<file path="config.mk">
export PLATFORM = sky130hd
export DESIGN_NAME = rdd_queue
export DESIGN_NICKNAME = d
export VERILOG_FILES = /design/src/rtl/core/rdd_pkg.sv /design/src/rtl/core/rdd_queue.sv
export SDC_FILE = /design/constraint.sdc
export NUM_CORES = 1
export LEC_CHECK = 0
export ABC_AREA = 1
export BUFFER_PORTS_ARGS = -buffer_cell sky130_fd_sc_hd__buf_4
export CORE_MARGIN = 1
export CORE_UTILIZATION = 40
export CTS_CLUSTER_DIAMETER = 100
export CTS_CLUSTER_SIZE = 12
export DETAILED_ROUTE_END_ITERATION = 6
export PLACE_DENSITY_LB_ADDON = 0.25
export SYNTH_ARGS = -nofsm -noshare
export SYNTH_HDL_FRONTEND = slang
export SYNTH_SLANG_ARGS = --single-unit
</file>
<file path="constraint.sdc">
create_clock -name clk -period 6.01 [get_ports clk]
set_input_delay 0.601 -clock clk [delete_from_list [all_inputs] [get_ports clk]]
set_output_delay 0.601 -clock clk [all_outputs]
set_load 0.005 [all_outputs]
</file>
<file path="src/rtl/core/rdd_pkg.sv">
// Shared types and constants for the refault distance detector.
// No dependencies; every other file in rtl/core imports this package.
package rdd_pkg;

  localparam int NODE_BITS     = 2;
  localparam int GROUP_BITS    = 4;
  localparam int TAG_BITS      = 2;
  localparam int WORD_BITS     = 64;
  localparam int HDR_BITS      = TAG_BITS + NODE_BITS + GROUP_BITS;
  localparam int AGE_BITS      = WORD_BITS - HDR_BITS;
  localparam int IDX_BITS      = NODE_BITS + GROUP_BITS;
  localparam int PAIR_COUNT    = 1 << IDX_BITS;
  localparam int ACTIVE_BITS   = 48;
  localparam int BO_BITS       = 6;
  localparam int CFG_IDX_BITS  = 1;
  localparam int CFG_DATA_BITS = 6;

  localparam logic [TAG_BITS-1:0] SHADOW_TAG = TAG_BITS'(2);

  // configuration register indexes
  localparam logic [CFG_IDX_BITS-1:0] CFG_AGE_SHIFT  = 1'b0;
  localparam logic [CFG_IDX_BITS-1:0] CFG_GROUP_ACCT = 1'b1;

  // input item modes
  localparam logic [1:0] MODE_EVICT    = 2'd0;
  localparam logic [1:0] MODE_ACTIVATE = 2'd1;
  localparam logic [1:0] MODE_REFAULT  = 2'd2;

  // operations handed from front to back
  localparam logic [1:0] OP_NONE    = 2'd0;
  localparam logic [1:0] OP_EVICT   = 2'd1;
  localparam logic [1:0] OP_BUMP    = 2'd2;
  localparam logic [1:0] OP_REFAULT = 2'd3;

  typedef struct packed {
    logic [1:0]             mode;
    logic [NODE_BITS-1:0]   node;
    logic [GROUP_BITS-1:0]  group;
    logic                   group_valid;
    logic [WORD_BITS-1:0]   shadow_in;
    logic [ACTIVE_BITS-1:0] active_pages;
  } rdd_in_t;

  typedef struct packed {
    logic [WORD_BITS-1:0]  shadow_out;
    logic                  activate;
    logic                  status;
    logic [NODE_BITS-1:0]  decoded_node;
    logic [GROUP_BITS-1:0] decoded_group;
    logic [AGE_BITS-1:0]   distance;
  } rdd_out_t;

  typedef struct packed {
    logic [1:0]             op;
    logic [IDX_BITS-1:0]    idx;
    logic [HDR_BITS-1:0]    hdr;
    logic [NODE_BITS-1:0]   dec_node;
    logic [GROUP_BITS-1:0]  dec_group;
    logic                   status;
    logic [AGE_BITS-1:0]    stored_age;
    logic [ACTIVE_BITS-1:0] active;
  } rdd_cmd_t;

endpackage

</file>
<file path="src/rtl/core/rdd_queue.sv">
// Short command queue between front and back ends.
// Depends on rdd_pkg.
module rdd_queue #(
  parameter int DEPTH = 2
) (
  input  logic              clk,
  input  logic              rst_n,
  input  logic              push,
  input  rdd_pkg::rdd_cmd_t push_cmd,
  output logic              full,
  input  logic              pop,
  output logic              empty,
  output rdd_pkg::rdd_cmd_t head_cmd
);
  import rdd_pkg::*;

  localparam int PTR_BITS = (DEPTH > 1) ? $clog2(DEPTH) : 1;
  localparam int CNT_BITS = $clog2(DEPTH + 1);
  localparam logic [PTR_BITS-1:0] LAST = PTR_BITS'(DEPTH - 1);

  rdd_cmd_t            slot_r [DEPTH];
  logic [PTR_BITS-1:0] wr_ptr_r, wr_ptr_nxt;
  logic [PTR_BITS-1:0] rd_ptr_r, rd_ptr_nxt;
  logic [CNT_BITS-1:0] cnt_r, cnt_nxt;

  assign full     = (cnt_r == CNT_BITS'(DEPTH));
  assign empty    = (cnt_r == '0);
  assign head_cmd = slot_r[rd_ptr_r];

  always_comb begin
    wr_ptr_nxt = wr_ptr_r;
    rd_ptr_nxt = rd_ptr_r;
    cnt_nxt    = cnt_r;
    if (push) begin
      wr_ptr_nxt = (wr_ptr_r == LAST) ? '0 : wr_ptr_r + 1'b1;
    end
    if (pop) begin
      rd_ptr_nxt = (rd_ptr_r == LAST) ? '0 : rd_ptr_r + 1'b1;
    end
    if (push && !pop) begin
      cnt_nxt = cnt_r + 1'b1;
    end else if (pop && !push) begin
      cnt_nxt = cnt_r - 1'b1;
    end
  end

  always_ff @(posedge clk) begin
    if (!rst_n) begin
      wr_ptr_r <= '0;
      rd_ptr_r <= '0;
      cnt_r    <= '0;
    end else begin
      wr_ptr_r <= wr_ptr_nxt;
      rd_ptr_r <= rd_ptr_nxt;
      cnt_r    <= cnt_nxt;
    end
  end

  always_ff @(posedge clk) begin
    if (push) begin
      slot_r[wr_ptr_r] <= push_cmd;
    end
  end

endmodule

</file>
== Word-level counts from Yosys, hierarchy flattened ==
Memory sizes are Yosys's and may differ from the RTL's. A register that Yosys moved wholly into a read port is not among the register bits.
Index checks and enable logic that the tools add are counted.
Storage, ports and cells
  memories: 1
  output and inout port bits: 129
  word-level logic and storage cells: 23
  input bits: 131
  memory bits (writable): 254
  flip-flop bits (word level): 4
Memories
  slot_r: words 2, bits a word 127, rd ports 1, clocked after memory_dff 1, write ports 1, RTL line rdd_queue.sv:21  | rdd_cmd_t slot_r [DEPTH];
Cells by class
  reductions and logical operators: 6
  muxes and demuxes: 8
  add/subtract/negate cells: 4
  eq/ne operators: 1
Operators by type and width (number)
  2-to-1 mux 1 bit: 6
  2-to-1 mux 2 bit: 2
  adder 1 bit, second input constant: 2
  adder 2 x 1 -> 2 bit, second input constant: 1
  == test 2 bit, second input constant: 1
  logical AND 1 bit: 2
  logical NOT 1 bit: 2
  logical NOT 2 bit: 1
  nonzero test 2 bit: 1
  subtractor 2 x 1 -> 2 bit, second input constant: 1

== Longest topological paths before layout ==
  word-level depth: 4
  depth in mapped cells: 8
  mapped depth without buffers: 8

== Worst setup path before layout ==
Ideal clock, no wire load.
  path type: input port to flip-flop
  start point: in push
  end point: mem slot_r[0][0] (netlist name), enable pin
  arrival: 5953 ps
  slack: -561 ps
  cell stages on the path: 2
  path buffers: 0
  setup time: 618 ps
  required time: 5392 ps
  cells stage by stage: inv_1 > nor2_1
On the way
  word-level cells in the longest chain between the ends: 2
Ends and longest elaborated chain
  start: declaration: RTL line rdd_queue.sv:8  | input logic push,
  2-to-1 mux 1 bit: RTL line rdd_queue.sv:60  | if (push) begin
  2-to-1 mux 1 bit (implied by the code): RTL line rdd_queue.sv:61  | slot_r[wr_ptr_r] <= push_cmd;
  end: declaration: RTL line rdd_queue.sv:21
Every way passes these cells.

==> results.sh <==
export IMPL_grt_pass1_vias=5063
export IMPL_hold_end="slot_r[0][48]"
export IMPL_leakage_nw=4.71
export IMPL_synth_area_per_cell_um2=22.1
export IMPL_final_nets=839
export IMPL_die_x_um=156
export IMPL_critical_path_required_ns=5.41
export IMPL_ys_ff_latch=259
export IMPL_clk_latency_ns=0.52
export IMPL_cts_hold_buffers=0
export IMPL_via_per_inst=4.69
export IMPL_critPathCaptureType="output port"
export IMPL_die_y_um=156
export IMPL_dpl_instance_area_mm2=0.0118
export IMPL_multi_input_area_mm2=0.00165
export IMPL_setup_viol=0
export IMPL_reg2reg_depth=3
export IMPL_cts_resized=0
export IMPL_n_fill_cell=1904
export IMPL_hp_start="push_cmd[48]"
export IMPL_rsz0062_at_grt="false"
export IMPL_min_path_cells=1
export IMPL_tightest_slew_ns=1.11
export IMPL_worstHoldPathType="input port to register"
export IMPL_fin_worst_skew_ns=0.0144
export IMPL_routabilityCongestion=0.792
export IMPL_seqCellArea_mm2=0.00773
export IMPL_core_area_mm2=0.0234
export IMPL_arrival_ns=2.65
export IMPL_grt_pass1_wl_um=27600
export IMPL_dieArea_mm2=0.0244
export IMPL_grt_start_max_net_pins=84
export IMPL_wl_per_cell_um=18.1
export IMPL_antenna_found_initial=1
export IMPL_drive_above_1_share=0.580
export IMPL_layout_cells_non_filler=1046
export IMPL_cts_root_buffer="clkbuf_16"
export IMPL_drv_slew=0
export IMPL_setup_tns_ns=0
export IMPL_power_density_mw_per_mm2=313
export IMPL_cts_clk_slew_worst_paths_ns=0.06
export IMPL_start_util=0.406
export IMPL_num_io_pins=260
export IMPL_dp_cells=999
export IMPL_final_util=0.534
export IMPL_ys_warn_count=0
export IMPL_clock_path_buffers=3
export IMPL_stdcell_area_mm2=0.0125
export IMPL_hold_viol=0
export IMPL_dp_final_hpwl_um=12500
export IMPL_drt_iter0_drc=216
export IMPL_htreeDepth=1
export IMPL_area_delta_synth_final_pct=31.7
export IMPL_drc=0
export IMPL_syn_nets=562
export IMPL_syn_cell_area_mm2=0.00950
export IMPL_cts_made_buffers=25
export IMPL_syn_inst=430
export IMPL_period_minus_slack_ns=3.25
export IMPL_num_vias=4908
export IMPL_gr_total_overflow=0
export IMPL_seq_area_frac_synth=0.813
export IMPL_max_cap_violations=0
export IMPL_cts_sinks=259
export IMPL_synth_cell_types=14
export IMPL_ant_nets=0
export IMPL_io_buffers=259
export IMPL_crit_path_start_kind="register"
export IMPL_r2r_slack_ns=3.54
export IMPL_grt_usage=0.149
export IMPL_postCtsSetupRepairBufs=0
export IMPL_worstReg2RegEnd="slot_r[1][115]"
export IMPL_status="complete, no violations"
export IMPL_worstPathMaxFanout=59
export IMPL_rr_startpoint="wr_ptr_r"
export IMPL_cts_tree="built"
export IMPL_max_slew_margin=0.257
export IMPL_dr_pass1_iters=4
export IMPL_ir_worst_vdd_mv=0.208
export IMPL_path_class="register to output port"
export IMPL_drt_total_wl_um=18900
export IMPL_max_freq_ghz=0.308
export IMPL_rows=56
export IMPL_finalCritPeriodShare=0.540
cell families after synthesis:
group / share of synthesized area
fa+ha+maj: 0.00132
compound gates: 0.00105
mux: 0.162
buf+inv: 0.0138
flops: 0.813
simple gates: 0.00790
flip-flops by register name, summed over array words and instances, names as in the netlist, named ones only:
register and flops:
cnt_r 2, slot_r 254, rd_ptr_r 1, wr_ptr_r 1
Yosys cell counts:
library cell  number  share of area
nand2_1            8         0.0032
edfxtp_1         254           0.80
mux2_2            97           0.11
a21oi_1            1        0.00053
dfxtp_1            5          0.011
ha_1               1         0.0013
nand3_1            1        0.00053
nor2_1             9         0.0036
nand4_1            1        0.00066
buf_2              9         0.0047
mux2_4            30          0.047
o21ai_0            1        0.00053
inv_1              8         0.0032
buf_6              5         0.0059
critical path, stage by stage (launching register included):
cell	delay, ns
dfxtp_4	0.89
buf_4	0.61
mux2_2	0.42
buf_4	0.14
per-layer routing:
metal  part of all wire  wire length [µm]  GRT usage  up-vias
li1                   -                 -          -     2246
met1               0.41              7730      0.192     2394
met2               0.47              8970      0.240      224
met3              0.091              1720     0.0444       44
met4              0.028               524     0.0546        0
met5                  0                 0          0        -
worst max path at each step:
stage / endpoint
after floorplan: slot_r[0][0]
after global placement: slot_r[1][80]
after detailed placement: slot_r[1][84]
after CTS: head_cmd[60]
after global routing: head_cmd[12]
final: head_cmd[14]
metrics by stage:
stage / total power, mW / hold WS [ns] / setup WS, ns
finish: 3.92 / 0.266 / 2.76
global route: 4.08 / 0.235 / 2.58
CTS: 3.97 / 0.239 / 2.68
detailed placement: 2.57 / 0.508 / 3.23
global placement: 2.55 / 0.477 / 3.28
floorplan: 2.33 / 0.463 / 1.65
cell type report:
class                           count  share of cell area
Antenna cell                        1            0.000200
Clock buffer                       44              0.0557
Clock inverter                      2             0.00130
Inverter                            8             0.00260
Multi-Input combinational cell    149               0.132
Sequential cell                   259               0.618
Tap cell                          319              0.0319
Timing Repair Buffer              264               0.158
placed cells by master (no fill, tap or decap), drive strengths merged:
cell	count
diode	1
clkinvlp	1
edfxtp	254
nor2	9
inv	9
a21oi	1
dfxtp	5
buf	264
clkbuf	44
o21ai	1
nand4	1
nand2	8
ha	1
mux2	127
nand3	1
power breakdown:
group          internal (mW)  switching, mW  total, mW
sequential              2.09         0.0359       2.13
clock                  0.782          0.613       1.40
combinational          0.235          0.161      0.395
Note: power is estimated with default switching activity, not from simulation.
