[src/rtl/core/rdd_pkg.sv]
// Shared types and constants for the refault distance detector.
// No dependencies; every other file in rtl/core imports this package.
package rdd_pkg;

  localparam int NODE_BITS     = 2;
  localparam int GROUP_BITS    = 4;
  localparam int TAG_BITS      = 2;
  localparam int WORD_BITS     = 64;
  localparam int HDR_BITS      = TAG_BITS + NODE_BITS + GROUP_BITS;
  localparam int AGE_BITS      = WORD_BITS - HDR_BITS;
  localparam int IDX_BITS      = NODE_BITS + GROUP_BITS;
  localparam int PAIR_COUNT    = 1 << IDX_BITS;
  localparam int ACTIVE_BITS   = 48;
  localparam int BO_BITS       = 6;
  localparam int CFG_IDX_BITS  = 1;
  localparam int CFG_DATA_BITS = 6;

  localparam logic [TAG_BITS-1:0] SHADOW_TAG = TAG_BITS'(2);

  // configuration register indexes
  localparam logic [CFG_IDX_BITS-1:0] CFG_AGE_SHIFT  = 1'b0;
  localparam logic [CFG_IDX_BITS-1:0] CFG_GROUP_ACCT = 1'b1;

  // input item modes
  localparam logic [1:0] MODE_EVICT    = 2'd0;
  localparam logic [1:0] MODE_ACTIVATE = 2'd1;
  localparam logic [1:0] MODE_REFAULT  = 2'd2;

  // operations handed from front to back
  localparam logic [1:0] OP_NONE    = 2'd0;
  localparam logic [1:0] OP_EVICT   = 2'd1;
  localparam logic [1:0] OP_BUMP    = 2'd2;
  localparam logic [1:0] OP_REFAULT = 2'd3;

  typedef struct packed {
    logic [1:0]             mode;
    logic [NODE_BITS-1:0]   node;
    logic [GROUP_BITS-1:0]  group;
    logic                   group_valid;
    logic [WORD_BITS-1:0]   shadow_in;
    logic [ACTIVE_BITS-1:0] active_pages;
  } rdd_in_t;

  typedef struct packed {
    logic [WORD_BITS-1:0]  shadow_out;
    logic                  activate;
    logic                  status;
    logic [NODE_BITS-1:0]  decoded_node;
    logic [GROUP_BITS-1:0] decoded_group;
    logic [AGE_BITS-1:0]   distance;
  } rdd_out_t;

  typedef struct packed {
    logic [1:0]             op;
    logic [IDX_BITS-1:0]    idx;
    logic [HDR_BITS-1:0]    hdr;
    logic [NODE_BITS-1:0]   dec_node;
    logic [GROUP_BITS-1:0]  dec_group;
    logic                   status;
    logic [AGE_BITS-1:0]    stored_age;
    logic [ACTIVE_BITS-1:0] active;
  } rdd_cmd_t;

endpackage

[src/rtl/core/rdd_front.sv]
// Front end: takes input words and turns them into counter commands.
// Depends on rdd_pkg.
module rdd_front (
  input  logic                             in_valid,
  output logic                             in_stall,
  input  rdd_pkg::rdd_in_t                 in_word,
  input  logic [rdd_pkg::BO_BITS-1:0]      age_shift,
  input  logic                             acct_on,
  input  logic                             q_full,
  output logic                             q_push,
  output rdd_pkg::rdd_cmd_t                q_cmd
);
  import rdd_pkg::*;

  logic [GROUP_BITS-1:0] use_group;
  logic [NODE_BITS-1:0]  sh_node;
  logic [GROUP_BITS-1:0] sh_group;
  logic [AGE_BITS-1:0]   sh_age;
  logic                  missing;

  assign in_stall  = q_full;
  assign q_push    = in_valid && !q_full;
  assign use_group = acct_on ? in_word.group : '0;
  assign missing   = acct_on && !in_word.group_valid;
  assign sh_node   = in_word.shadow_in[TAG_BITS +: NODE_BITS];
  assign sh_group  = in_word.shadow_in[TAG_BITS+NODE_BITS +: GROUP_BITS];
  // stored age moved back up by the bucket order; only the low age bits matter
  assign sh_age    = in_word.shadow_in[WORD_BITS-1:HDR_BITS] << age_shift;

  always_comb begin
    q_cmd        = '0;
    q_cmd.active = in_word.active_pages;
    unique case (in_word.mode)
      MODE_EVICT: begin
        q_cmd.op  = OP_EVICT;
        q_cmd.idx = {use_group, in_word.node};
        q_cmd.hdr = {use_group, in_word.node, SHADOW_TAG};
      end
      MODE_ACTIVATE: begin
        q_cmd.op     = missing ? OP_NONE : OP_BUMP;
        q_cmd.status = missing;
        q_cmd.idx    = {use_group, in_word.node};
      end
      MODE_REFAULT: begin
        q_cmd.op         = missing ? OP_NONE : OP_REFAULT;
        q_cmd.status     = missing;
        q_cmd.dec_node   = sh_node;
        q_cmd.dec_group  = sh_group;
        q_cmd.idx        = {(acct_on ? sh_group : {GROUP_BITS{1'b0}}), sh_node};
        q_cmd.stored_age = sh_age;
      end
      default: begin
        q_cmd.op = OP_NONE;
      end
    endcase
  end

endmodule

[config.mk]
export PLATFORM = sky130hd
export DESIGN_NAME = rdd_front
export DESIGN_NICKNAME = d
export VERILOG_FILES = /design/src/rtl/core/rdd_pkg.sv /design/src/rtl/core/rdd_front.sv
export SDC_FILE = /design/constraint.sdc
export NUM_CORES = 1
export LEC_CHECK = 0
export BUFFER_PORTS_ARGS = -buffer_cell sky130_fd_sc_hd__buf_2
export CORE_AREA = 2 2 101 103
export DETAILED_ROUTE_END_ITERATION = 7
export DIE_AREA = 0 0 103 105
export MAX_ROUTING_LAYER = met4
export PLACE_DENSITY = 0.87
export SLEW_MARGIN = 30
export SYNTH_ARGS = -nofsm -noshare
export SYNTH_HDL_FRONTEND = slang
export SYNTH_SLANG_ARGS = --single-unit
[constraint.sdc]
create_clock -name vclk -period 2.45
set_input_delay 0 -clock vclk [all_inputs]
set_output_delay 0 -clock vclk [all_outputs]
set_load 0.05 [all_outputs]
---- Yosys cells after proc, flatten, opt, wreduce, memory -nomap -nowiden ----
Index checks and enable logic that the tools add are counted.
word-level totals
  output and inout bits ................... 129
  bits in registers ....................... 0
operators by class
  muxes and demuxes ....................... 10
  reduce and logical (&&, ||, !) cells .... 7
  equality and inequality tests ........... 2
  shift-type cells ........................ 1
operators with widths
  cell                count
  $mux 56             1
  $shl 56x6->56       1
  $pmux 6 s2          1
  $mux 4              2
  $mux 8              1
  $mux 6              1
  $pmux 2 s3          1
  $mux 2              2
  $reduce_or 2->1     2
  $eq 2x1->1 const B  1
  $eq 2x2->1 const B  1
  $logic_and 1x1->1   2
  $logic_not 1->1     2
  $logic_not 2->1     1
  $mux 1              1

---- Logic depth before layout (Yosys ltp) ----
Gate-level depths: netlist of the first run.
  depth in word-level cells ............... 4
  gate-level depth with buffers ........... 9
  mapped depth without buffers ............ 7

---- Worst setup path before layout of the first run ----
No wires, ideal clock.
  path type ............................... input-to-output
  start point ............................. input age_shift[2] in the netlist's numbering
  end point ............................... output q_cmd[73] in the netlist's numbering
  path slack .............................. -0.039 ns
  cell stages on the path ................. 6
  buffers on the path ..................... 2
  arrival ................................. 2.489 ns
  cell sequence ........................... clkbuf_1 buf_2 mux4_2 mux2i_1 nor2_1 a211oi_1
RTL lines
  element          RTL line         source
  start, declared  rdd_front.sv:7   input logic [rdd_pkg::BO_BITS-1:0] age_shift,
  end, declared    rdd_front.sv:11  output rdd_pkg::rdd_cmd_t q_cmd

==> flow_summary.toml, run 1 <==
[final_layout]
clock_buffer_count = 0
final-seq-area_um2 = 0
final_util_pct = 50.61
instances_no_fill = 748
antenna_cells = 0
design.seq.count = 0
multi_input_area_um2 = 3602
drive_above_1_share_pct = 45.53
syn_to_final_growth_pct = 14.88
final_cell_area_um2 = 4878
fin_nets = 752
nFillCells = 965

[pwr]
vdd_drop_max_v = 0.0001274
leakage_nw = 2.295
power.density_nw_per_um2 = 249.9

[detailed_routing]
vias_per_cell = 6.262
wl_per_cell_um = 20.16
detail-route-antenna-nets = 0
wirelength_um = 15080
remaining_drc_errors = 0
dr.pass1.iters = 5
drt_iter0_markers = 406
vias = 4684

[synth]
synth_area_um2 = 4247
yosys.area.top_type = "mux4_2"
ys_top_cells_by_count = "nor2_1 (69), nand2_1 (55), buf_4 (52)"
synth.most_common_cell = "nor2_1"
synth_top_area_share_pct = 25.99
syn_area_per_cell_um2 = 8.151
yosysSeqAreaShare_pct = 0
synth.area.top_cells = "mux4_2 (26%), mux2i_1 (11%), buf_4 (9.2%)"
syn-num-nets = 656
yosysWarnings = 0
syn_inst = 521
synth_cell_types = 52

[setup_path]
cp-end-kind = "output pin"
critPathMostFrequentCell = "buf_12"
crit_path_start = "age_shift[0]"
cp_top_family = "multiplexers"
crit_chain = "buf_4 > buf_12 > buf_12 > mux4_2 > mux2_2 > mux2i_1 > o22ai_1 > a31o_1 > buf_2"
crit_required_ns = 2.45
crit_path_top_delay_cell = "mux4_2"
cp.arrival_ns = 2.16
crit_path_max_incr_delay_ns = 0.53
critPathLaunchType = "input pin"
criticalPathCategory = "input pin to output pin"
worstPathMaxFanout = 29
critPathBufInv = 4

[sta]
rsz0062_at_grt = "false"
max_freq_mhz = 462.4
drv_slew = 0
setup_tns_ns = 0
post-route-period-util_pct = 88.28
final_hold_viol_count = 0
relSlewSlack_pct = 61.07
tightest_slew_ns = 0.5818
min_period_ns = 2.163
whs_ns = 0.00001931
setup_viol = 0

[placed_design]
post-place-cells = 748
numPortBuffers = 160
placed_cell_area_um2 = 4878
dp.final_hpwl_um = 12580
place.gp.congestion = 1.006

[grt]
grt_antenna_before_repair = 0
busiest_layer = "met2"
met3_usage_pct = 4.749
overflow = 0
gr-usage-met1_pct = 31.22
grt_util_all_layers_pct = 26.65
grt_pass1_wl_um = 22570
grt_util_met2_pct = 44.20
grt_pass1_vias = 4426
grt_max_degree = 40

[status]
status = "finished clean"

[floorplan]
rows = 36
core_area_um2 = 9639
die_area_um2 = 10820
start_util_pct = 44.06
num_io_pins = 259
chipWidth_um = 103
chipHeight_um = 105

[clock_network]
ctsResizeCount = 0
cts_setup_buffers = 0
holdBufCountCts = 0

[hold_path]
hp-class = "input pin to output pin"
min_from = "in_word[32]"

[flow_run]
max-cap-violations = 0
area by class of cell:
| type | instances | area share (%) |
|---|---|---|
| timing repair buffer | 188 | 22.06 |
| multi-input combinational | 418 | 73.84 |
| tap | 133 | 3.411 |
| inverter | 9 | 0.6925 |
where the power goes:
part / switching (mW) / internal, mW / total [mW]
clock network: 0 / 0 / 0
logic: 0.738 / 0.481 / 1.22
registers: 0 / 0 / 0
kinds of logic after synthesis:
kind of cell             Yosys count  share of synthesized area, %
AO/OA/AOI/OAI                     96                         16.56
buffers and inverters            103                         15.29
multiplexers                     133                         47.38
AND/OR/NAND/NOR                  183                         19.21
adder cells (fa/ha/maj)            5                         1.473
other                              1                       0.08831
through the flow:
stage	total power, mW	setup slack (ns)
after floorplan	1.062	0.01634
after global placement	1.185	0.3424
after detailed placement	1.195	0.3040
after CTS	1.200	0.2997
after global routing	1.290	0.1927
final	1.219	0.2873
routing by layer:
metal  vias up  share of wire, %
met3        66               9.7
met2       317                48
met5         -                 0
met4         0               5.1
met1      2194                37
li1       2107                 -
placed cells by master (no fill, tap or decap), drive strengths merged, types with 3 or more instances in the layout:
| cell type | synthesis | layout |
|---|---|---|
| buf | 73 | 188 |
| nor2 | 69 | 69 |
| nand2 | 55 | 55 |
| mux4 | 50 | 50 |
| mux2i | 48 | 48 |
| mux2 | 35 | 35 |
| a21oi | 17 | 17 |
| and2 | 16 | 16 |
| o211ai | 16 | 16 |
| nand2b | 10 | 10 |
| nand3 | 10 | 10 |
| o22ai | 10 | 10 |
| inv | 8 | 8 |
| and3 | 8 | 8 |
| o221ai | 8 | 8 |
| o21ai | 8 | 8 |
| nor2b | 6 | 6 |
| a211oi | 6 | 6 |
| nor3 | 5 | 5 |
| ha | 5 | 5 |
| a31o | 5 | 5 |
| o21a | 4 | 4 |
| o32ai | 3 | 3 |
| or2 | 3 | 3 |
| a22oi | 3 | 3 |
worst paths after layout:
| path | endpoint | cells after the start |
|---|---|---|
| setup / recovery | q_cmd[82] | 9 |
| hold / removal | q_cmd[32] | 0 |
No activity file was read; power rests on OpenSTA's default activity.
==> inputs of run 2 (changes only) <==
- BUFFER_PORTS_ARGS: -buffer_cell sky130_fd_sc_hd__buf_2 -> -buffer_cell sky130_fd_sc_hd__buf_4
==> run 2 against run 1 <==
Against the previous run: sequential share of layout area unchanged; power grew 6.2%; global-route usage rose by 2.5 points; die area unchanged; utilization increased by 3.8 points; critical path type unchanged.
==> flow_summary.toml, run 2 (synthesized netlist as in run 1, its figures left out) <==
[final_layout]
nFillCells = 927
final_common_cell = "buf_4"
antenna_cells = 0
syn_to_final_growth_pct = 23.48
drive_above_1_share_pct = 45.44
final_util_pct = 54.40
design.seq.count = 0
clock_buffer_count = 0
fin_nets = 751
final-seq-area_um2 = 0
layout_common_cells = "buf_4 (184), nor2_1 (69), nand2_1 (55)"

[grt]
busiest_layer = "met2"
grt_antenna_before_repair = 0
grt_util_met2_pct = 50.51
overflow = 0
grt_pass1_wl_um = 24430
gr-usage-met1_pct = 36.25
met3_usage_pct = 3.746
grt_util_all_layers_pct = 29.19
grt_max_degree = 62
grt_pass1_vias = 4448

[pwr]
vdd_drop_max_v = 0.0002010
power.density_nw_per_um2 = 246.9
switching_share_pct = 58.39
seqPwrFrac_pct = 0
p_int_mw = 0.5388
pwr-share-comb_pct = 100.0
p_sw_mw = 0.7562
clkPwrFrac_pct = 0
leakage_nw = 2.351

[detailed_routing]
wl_per_cell_um = 21.65
detail-route-antenna-nets = 0
vias = 4613
dr.pass1.iters = 5
remaining_drc_errors = 0
vias_per_cell = 6.175
wirelength_um = 16170
drt_iter0_markers = 393

[sta]
rsz0062_at_grt = "false"
post-route-period-util_pct = 92.21
final_hold_viol_count = 0
fin_ws_ns = 0.1909
setup_tns_ns = 0
min_period_ns = 2.259
tightest_slew_ns = 0.6922
relSlewSlack_pct = 53.85
drv_slew = 0
setup_viol = 0
max_freq_mhz = 442.7

[floorplan]
core_area_um2 = 9639
chipWidth_um = 103
num_io_pins = 259
rows = 36
chipHeight_um = 105
die_area_um2 = 10820
start_util_pct = 44.06

[setup_path]
criticalPathCategory = "input pin to output pin"
cp.arrival_ns = 2.26
worstPathMaxFanout = 20
critPathLaunchType = "input pin"
crit_required_ns = 2.45
cp-end-kind = "output pin"

[clock_network]
holdBufCountCts = 0
ctsResizeCount = 0
cts_setup_buffers = 0

[hold_path]
min_to = "q_cmd[32]"
holdPathStages = 0
hp-class = "input pin to output pin"
min_from = "in_word[32]"

[placed_design]
place.gp.congestion = 0.9546
dp.final_hpwl_um = 13260
dp_worst_setup_slack_ns = 0.2002
numPortBuffers = 160

[status]
status = "finished clean"

[flow_run]
max-cap-violations = 0
==> run 2: per-layer routing <==
layer  vias up  part of all wire (%)
met3        30                   7.9
li1       2094                     -
met4         0                   1.9
met2       253                    51
met5         -                     0
met1      2236                    39
==> run 2: critical path, stage by stage <==
cell,delay [ns]
buf_4,0.29
buf_4,0.22
mux4_2,0.54
mux2_2,0.32
mux2i_1,0.25
nor2_1,0.07
a221o_1,0.37
buf_4,0.20
==> run 2: layout make-up <==
type / count / area [um2] / share of cell area, %
repair buffers: 187 / 1441 / 27.49
well taps: 133 / 166.4 / 3.173
multi-input cells: 418 / 3602 / 68.69
inverters: 9 / 33.78 / 0.6442
==> run 2: how the worst max path moves through the flow <==
stage | startpoint | to | depth (start not counted)
final | age_shift[0] | q_cmd[90] | 8
after global routing | age_shift[0] | q_cmd[90] | 8
after CTS | age_shift[0] | q_cmd[90] | 8
after detailed placement | age_shift[0] | q_cmd[90] | 8
after global placement | age_shift[0] | q_cmd[90] | 8
after floorplan | age_shift[2] | q_cmd[89] | 6
==> run 2: metrics by stage <==
stage / cell area [um2] / power [mW] / hold slack (ns) / std cells
global placement: 5244 / 1.254 / 0.0003409 / 747
floorplan: 4252 / 1.062 / 0.1671 / 521
finish: 5244 / 1.295 / 0.00001932 / 747
global route: 5244 / 1.364 / 0.00007382 / 747
CTS: 5244 / 1.276 / 0.0003409 / 747
detailed placement: 5244 / 1.272 / 0.0003409 / 747
==> run 2: power groups by stage <==
stage	clock network (mW)	logic (mW)	registers [mW]
floorplan	0	1.06	0
global placement	0	1.25	0
detailed placement	0	1.27	0
CTS	0	1.28	0
global route	0	1.36	0
finish	0	1.29	0
==> inputs of run 3 (changes only) <==
- CORE_AREA: 2 2 101 103 -> default
- CORE_ASPECT_RATIO: default -> 0.7
- CORE_MARGIN: default -> 2
- CORE_UTILIZATION: default -> 42
- DIE_AREA: 0 0 103 105 -> default
- clock period: 2.45 -> 1.8 ns (I/O delays scaled with it)
==> run 3 against run 2 <==
Against the previous run: the flow now finishes with violations (negative setup slack); count of clock-buffer cells in the layout is the same; via count grew 16%; setup slack lost 0.27 ns; first-iteration DRC count grew 78%; global-route usage grew 4.6 points; cell area grew 26%; critical path depth is the same; utilization grew 13 points; critical path type unchanged; highest routed layer unchanged.
==> flow_summary.toml, run 3 (synthesized netlist as in run 1, its figures left out) <==
[status]
status = "complete, but fails checks"
failed_checks = "negative setup slack"

[hold_path]
min_to = "q_cmd[37]"
hp-class = "input pin to output pin"
min_from = "in_word[37]"
holdPathStages = 0

[setup_path]
crit_path_max_incr_delay_ns = 0.56
cp.arrival_ns = 1.88
criticalPathCategory = "input pin to output pin"
critPathLaunchType = "input pin"
worstPathMaxFanout = 6
crit_chain = "buf_16 > buf_8 > mux4_2 > mux2_4 > buf_6 > o211ai_1 > o211ai_1 > buf_4"
critPathMostFrequentCell = "o211ai_1"
cp-end-kind = "output pin"
crit_path_top_delay_cell = "mux4_2"
crit_required_ns = 1.80

[grt]
grt_util_all_layers_pct = 33.76
overflow = 0
grt_antenna_before_repair = 0
grt_pass1_vias = 5032
grt_max_degree = 47
grt_pass1_wl_um = 27860

[detailed_routing]
vias_per_cell = 6.331
dr.pass1.iters = 5
vias = 5331
remaining_drc_errors = 0
wirelength_um = 18610
drt_iter0_markers = 700
wl_per_cell_um = 22.10
detail-route-antenna-nets = 0

[sta]
final_hold_viol_count = 0
max_freq_mhz = 533.0
setup_tns_ns = -0.2327
setup_viol = 5
rsz0062_at_grt = "true"
min_period_ns = 1.876
post-route-period-util_pct = 104.2
drv_slew = 0
fin_ws_ns = -0.07628

[clock_network]
holdBufCountCts = 0

[floorplan]
num_io_pins = 259
chipHeight_um = 88.13
die_area_um2 = 10940
start_util_pct = 43.51
chipWidth_um = 124.2
core_area_um2 = 9759
rows = 30

[final_layout]
syn_to_final_growth_pct = 54.98
layout_common_cells = "buf_4 (246), nor2_1 (57), nand2_1 (53)"
clock_buffer_count = 0
final_common_cell = "buf_4"
design.seq.count = 0
final_util_pct = 67.44
final-seq-area_um2 = 0
final_cell_area_um2 = 6581
fin_nets = 851
drive_above_1_share_pct = 61.20
antenna_cells = 0
nFillCells = 785
instances_no_fill = 842

[pwr]
leakage_nw = 2.965
p_sw_mw = 1.212
seqPwrFrac_pct = 0
p_int_mw = 1.091
clkPwrFrac_pct = 0
power.total_mw = 2.304
pwr-share-comb_pct = 100.0
switching_share_pct = 52.62
vdd_drop_max_v = 0.0001858
power.density_nw_per_um2 = 350.0

[placed_design]
place.gp.congestion = 1.034
dp.final_hpwl_um = 14750
placed_cell_area_um2 = 6020
numPortBuffers = 160
post-place-cells = 830

[flow_run]
max-cap-violations = 0
## run 3: timing repair
item,4_1_cts,5_1_grt
buffers inserted,8,2
gates resized for setup,59,45
gates cloned,2,1
pin swaps,7,13
setup endpoints to repair,42,32
## run 3: power groups by stage
stage	clock network (mW)	logic [mW]	registers, mW
finish	0	2.30	0
global route	0	2.41	0
CTS	0	2.16	0
detailed placement	0	2.01	0
global placement	0	1.99	0
floorplan	0	1.48	0
## run 3: worst max-delay path, delay by kind of cell
| kind | cells | cell delay [ns] |
|---|---|---|
| multiplexers | 2 | 0.89 |
| AO/OA/AOI/OAI | 2 | 0.43 |
| buffers and inverters | 4 | 0.55 |
## run 3: how the worst max path moves through the flow
stage | start | end | cells after the start
after floorplan | age_shift[0] | q_cmd[97] | 8
after global placement | age_shift[0] | q_cmd[90] | 8
after detailed placement | age_shift[0] | q_cmd[90] | 8
after CTS | age_shift[0] | q_cmd[77] | 8
after global routing | age_shift[0] | q_cmd[80] | 8
final | age_shift[0] | q_cmd[80] | 8
## run 3: final cells by class
type / instances / area [um2] / area share (%)
timing repair buffer: 287 / 2455 / 37.30
inverter: 9 / 33.78 / 0.5133
multi-input combinational: 418 / 3933 / 59.75
tap: 128 / 160.2 / 2.433
## run 3: metrics by stage
step | setup WS [ns] | hold slack, ns
2_1_floorplan | -0.2215 | 0.1671
3_3_place_gp | -0.2469 | 0.0003409
3_5_place_dp | -0.3113 | 0.0003409
4_1_cts | -0.03995 | 0.0003409
5_1_grt | -0.08306 | 0.00007946
6_report | -0.07628 | 0.00002200
## run 3: layer usage
metal	track usage (%)	part of all wire (%)
met1	46.63	41
met4	6.027	1.9
met5	-	0
met3	5.208	12
met2	53.01	46
